`src/dtcf_pkg.sv`:
```
// Package with shared types, constants and the arctangent table of the tilt filter.
package dtcf_pkg;

	localparam int STEP_W = 5;
	localparam int CFG_IDX_W = 8;
	localparam int CFG_DATA_W = 24;

	localparam logic [CFG_IDX_W-1:0] CFG_GYRO_WEIGHT = 8'd0;
	localparam logic [CFG_IDX_W-1:0] CFG_GYRO_SCALE = 8'd1;
	localparam logic [CFG_IDX_W-1:0] CFG_GYRO_BIAS_A = 8'd2;
	localparam logic [CFG_IDX_W-1:0] CFG_GYRO_BIAS_B = 8'd3;

	localparam logic signed [29:0] HALF_PI_Q24 = 30'sd26353589;
	localparam logic signed [29:0] QUARTER_PI_Q24 = 30'sd13176795;
	localparam logic signed [23:0] ANGLE_MAX = 24'sh7FFFFF;
	localparam logic signed [23:0] ANGLE_MIN = 24'sh800000;
	localparam logic [16:0] WEIGHT_ONE = 17'd65536;

	typedef enum logic [3:0] {
		OP_NONE,
		OP_CAPTURE,
		OP_LOAD_A,
		OP_LOAD_B,
		OP_ITER,
		OP_SAVE_A,
		OP_SAVE_B,
		OP_RATE,
		OP_LO,
		OP_HI,
		OP_GYRO,
		OP_FUSE1,
		OP_FUSE2,
		OP_FUSE3
	} dp_op_t;

	typedef struct packed {
		dp_op_t op;
		logic [STEP_W-1:0] step;
	} cmd_t;

	typedef enum logic [3:0] {
		S_IDLE,
		S_LOAD_A,
		S_ITER_A,
		S_SAVE_A,
		S_LOAD_B,
		S_ITER_B,
		S_SAVE_B,
		S_RATE,
		S_LO,
		S_HI,
		S_GYRO,
		S_FUSE1,
		S_FUSE2,
		S_FUSE3
	} state_t;

	function automatic logic [24:0] atan_entry(input logic [STEP_W-1:0] i);
		logic [24:0] r;
		case (i)
			5'd0: r = 25'd13176795;
			5'd1: r = 25'd7778716;
			5'd2: r = 25'd4110060;
			5'd3: r = 25'd2086331;
			5'd4: r = 25'd1047214;
			5'd5: r = 25'd524117;
			5'd6: r = 25'd262123;
			5'd7: r = 25'd131069;
			default: r = 25'd1 << (5'd24 - i);
		endcase
		return r;
	endfunction

endpackage

```
`src/dtcf_ctrl.sv`:
```
// Controller state machine that sequences the CORDIC, gyro and fusion steps.
module dtcf_ctrl
	import dtcf_pkg::*;
#(
	parameter int CORDIC_STEPS = 16
) (
	input  logic clk,
	input  logic arst_n,
	input  logic in_valid,
	output logic in_ready,
	output logic out_valid,
	input  logic out_ready,
	output cmd_t cmd
);

	state_t state_q, state_d;
	logic [STEP_W-1:0] step_q, step_d;
	logic out_valid_q, out_valid_d;
	logic last_step;

	assign last_step = (step_q == STEP_W'(CORDIC_STEPS - 1));
	assign out_valid = out_valid_q;

	always_ff @(posedge clk or negedge arst_n) begin
		if (!arst_n) begin
			state_q <= S_IDLE;
			step_q <= '0;
			out_valid_q <= 1'b0;
		end else begin
			state_q <= state_d;
			step_q <= step_d;
			out_valid_q <= out_valid_d;
		end
	end

	always_comb begin
		state_d = state_q;
		step_d = step_q;
		out_valid_d = out_valid_q && !out_ready;
		in_ready = 1'b0;
		cmd.op = OP_NONE;
		cmd.step = step_q;
		case (state_q)
			S_IDLE: begin
				in_ready = 1'b1;
				if (in_valid) begin
					cmd.op = OP_CAPTURE;
					state_d = S_LOAD_A;
				end
			end
			S_LOAD_A: begin
				cmd.op = OP_LOAD_A;
				step_d = '0;
				state_d = S_ITER_A;
			end
			S_ITER_A: begin
				cmd.op = OP_ITER;
				step_d = step_q + 1'b1;
				if (last_step) state_d = S_SAVE_A;
			end
			S_SAVE_A: begin
				cmd.op = OP_SAVE_A;
				state_d = S_LOAD_B;
			end
			S_LOAD_B: begin
				cmd.op = OP_LOAD_B;
				step_d = '0;
				state_d = S_ITER_B;
			end
			S_ITER_B: begin
				cmd.op = OP_ITER;
				step_d = step_q + 1'b1;
				if (last_step) state_d = S_SAVE_B;
			end
			S_SAVE_B: begin
				cmd.op = OP_SAVE_B;
				state_d = S_RATE;
			end
			S_RATE: begin
				cmd.op = OP_RATE;
				state_d = S_LO;
			end
			S_LO: begin
				cmd.op = OP_LO;
				state_d = S_HI;
			end
			S_HI: begin
				cmd.op = OP_HI;
				state_d = S_GYRO;
			end
			S_GYRO: begin
				cmd.op = OP_GYRO;
				state_d = S_FUSE1;
			end
			S_FUSE1: begin
				cmd.op = OP_FUSE1;
				state_d = S_FUSE2;
			end
			S_FUSE2: begin
				cmd.op = OP_FUSE2;
				state_d = S_FUSE3;
			end
			S_FUSE3: begin
				if (!out_valid_q || out_ready) begin
					cmd.op = OP_FUSE3;
					out_valid_d = 1'b1;
					state_d = S_IDLE;
				end
			end
			default: state_d = S_IDLE;
		endcase
	end

endmodule

```
`config.mk`:
```
export PLATFORM = sky130hd
export DESIGN_NAME = dtcf_ctrl
export DESIGN_NICKNAME = d
export VERILOG_FILES = /design/src/dtcf_pkg.sv /design/src/dtcf_ctrl.sv
export SDC_FILE = /design/constraint.sdc
export NUM_CORES = 1
export LEC_CHECK = 0
export ABC_CLOCK_PERIOD_IN_PS = 2400
export BUFFER_PORTS_ARGS = -buffer_cell sky130_fd_sc_hd__buf_2
export CAP_MARGIN = 25
export CORE_UTILIZATION = 50
export CTS_CLUSTER_DIAMETER = 120
export DETAILED_ROUTE_END_ITERATION = 10
export PLACE_DENSITY = 0.7
export SYNTH_ARGS = -nofsm -noshare
export SYNTH_HDL_FRONTEND = slang
export SYNTH_SLANG_ARGS = --single-unit
```
`constraint.sdc`:
```
create_clock -name clk -period 2.4 [get_ports clk]
set_input_delay 0.48 -clock clk [delete_from_list [all_inputs] [get_ports clk]]
set_output_delay 0.48 -clock clk [all_outputs]
set_load 0.02 [all_outputs]
```
==> reports/metrics.csv <==
metric,value,unit
placed insts,128,
RePlAce Congestion,0.835,
worst slew pin tran,0.829,ns
Worst Clk Skew,0.00392,ns
Synth Flop Type,dfrtp_1,
Synth top area share,29.7,%
ANT cells,0,
drt wl/cell,14.0,um
total power,1.23,mW
Mapped Nets,112,
detailed placer's ending HPWL,1310,um
Final Util,58.9,%
CTS tree,yes,
RSZ-0062 raised after global routing,false,
Worst R2R Path Depth,7,
CP endpoint kind,primary output,
fmax,455,MHz
CP Data Required Time,1.92,ns
Final Hold Fails,0,
initial antenna violation count,0,
TritonRoute pass-1 iters,6,
most common library cells after synthesis,"dfrtp_1 (10), nor2_1 (9), a21oi_1 (8), o21ai_0 (8)",
Critical Path Start Type,flop,
synth unique cells,38,
ys async rst share,100,%
min-delay worst type,input port to async pin,
vias in the first global route,698,
Routed Antenna Nets,0,
Gate Count Post-Synth,106,
CP max FO,30,
die height,43.0,um
Reg2Reg Setup Slack,0.51,ns
largest net degree at the start of global routing,31,
Syn Area/Cell,7.94,um2
initial drt markers,19,
LEAKAGE,0.417,nW
# hold bufs at CTS,0,
Num CTS Buffers,3,
final critical-path share of the clock period,91.5,%
first-pass GRT wire length,3080,um
Nets,123,
post-CTS setup buffers,0,
CP Class,flop to primary output,
grt total ovfl,0,
"Cell Area, Synth",842,um2
top post-synthesis cells by area,"dfrtp_1 (30%), a21oi_1 (4.8%), o21ai_0 (4.8%)",
worst r2r dst,step_q[4],
max_cap viols,0,
post-DR vias/cell,6.09,
"EDFF count, synth",0,
status,"complete, no violations",
starting density of the core,54.6,%
Period minus WS final,2.20,ns
worst hold slack,0.0691,ns
Port-buffer cells,14,
I/O pins,15,
row count,14,
Die X,43.0,um
layout cell share with drive strength beyond 1,19.1,%
Routed WL,1840,um
Yosys reg bits,10,
most frequent cell after synthesis,dfrtp_1,
Die ar.,1850,um2
CTS Root Cell,clkbuf_4,
sequential share of the synthesized area,29.7,%
Clock Latency Late Sink,0.26,ns
slew margin rel.,44.7,%
"Clk pin slew, worst setup/hold paths",0.07,ns
fin. max-slew vios,0,
vias,798,
Synth area leader,dfrtp_1,
post-CTS sizing,0,
Layout area overhead,7.88,%
# H-tree levels,1,
Core Box Area,1540,um2
final setup fails,0,
DRC viols,0,
YS warnings,0,
Clock Sinks,10,
reg-to-reg startpoint,step_q[0],
Critical Path AT,1.72,ns
CTS Buffer Depth,2,
PwrDens,1360,nW/um2
TNS Setup,0,ns
VDD IR max,0.000772,V
Non-Filler Instances,131,
Total Routing Usage GR,22.4,%
[area by class of cell]
class / instances / area, um2
fillers: 152 / 633
multi-input cells: 78 / 497
flip-flops and latches: 10 / 250
repair buffers: 17 / 92.6
inverters: 7 / 26.3
clock buffers: 3 / 22.5
well taps: 16 / 20.0
[routing by layer]
layer,wire length (um),track usage [%],vias to the layer above
met2,885,34.2,20
met3,66,2.55,2
met5,0,0,-
met1,874,31.5,372
li1,-,-,404
met4,10,10.9,0
[metrics by stage]
stage	worst slack, ns	cell area [um2]
floorplan	0.534	842
global placement	0.544	886
detailed placement	0.515	886
CTS	0.217	908
global route	0.0695	908
finish	0.204	908
[power breakdown]
part | total (mW) | switching, mW | internal [mW]
clock | 0.114 | 0.0563 | 0.0579
combinational | 0.745 | 0.432 | 0.312
sequential | 0.375 | 0.150 | 0.226
[flip-flops by register name (all words and copies together) (netlist names)]
register   count
out_valid      1
state_q        4
step_q         5
[cell families after synthesis]
logic type               count (synthesis)  synth area share, %
AND/OR/NAND/NOR                         34                 21.2
AO/OA/AOI/OAI                           40                 32.5
XOR/XNOR                                 1                 1.04
adder cells (fa/ha/maj)                  2                 2.97
flip-flops                              10                 29.7
multiplexers                             1                 1.19
buffers and inverters                   18                 11.3
[worst max-delay path, stage by stage (launching register included)]
cell and delay (ns):
dfrtp_1 0.89, a211oi_1 0.11, a31oi_1 0.22, o21ai_1 0.07, buf_2 0.17
[layout by cell type (no fill, tap or decap), drive strengths merged, types with 2 or more instances in the layout]
master	count
buf	17
a211oi	4
a31oi	3
nor3	2
nor2b	4
a21oi	8
dfrtp	10
clkbuf	3
a221o	3
nor3b	3
nand3	2
nand2	4
or2	2
o21ai	10
inv	7
nand2b	6
nor2	9
ha	2
o32ai	2
[how the worst max path moves through the flow]
stage                from  endpoint  slack, ns  cells past startpoint
3_5_place_dp   state_q[3]    cmd[5]       0.52                      4
4_1_cts        state_q[3]    cmd[5]       0.22                      4
2_1_floorplan   out_ready    cmd[8]       0.53                      4
5_1_grt        state_q[3]    cmd[5]       0.07                      4
6_report       state_q[3]    cmd[5]       0.20                      4
3_3_place_gp   state_q[3]    cmd[5]       0.54                      4
Power figures use the tool's default switching activity.
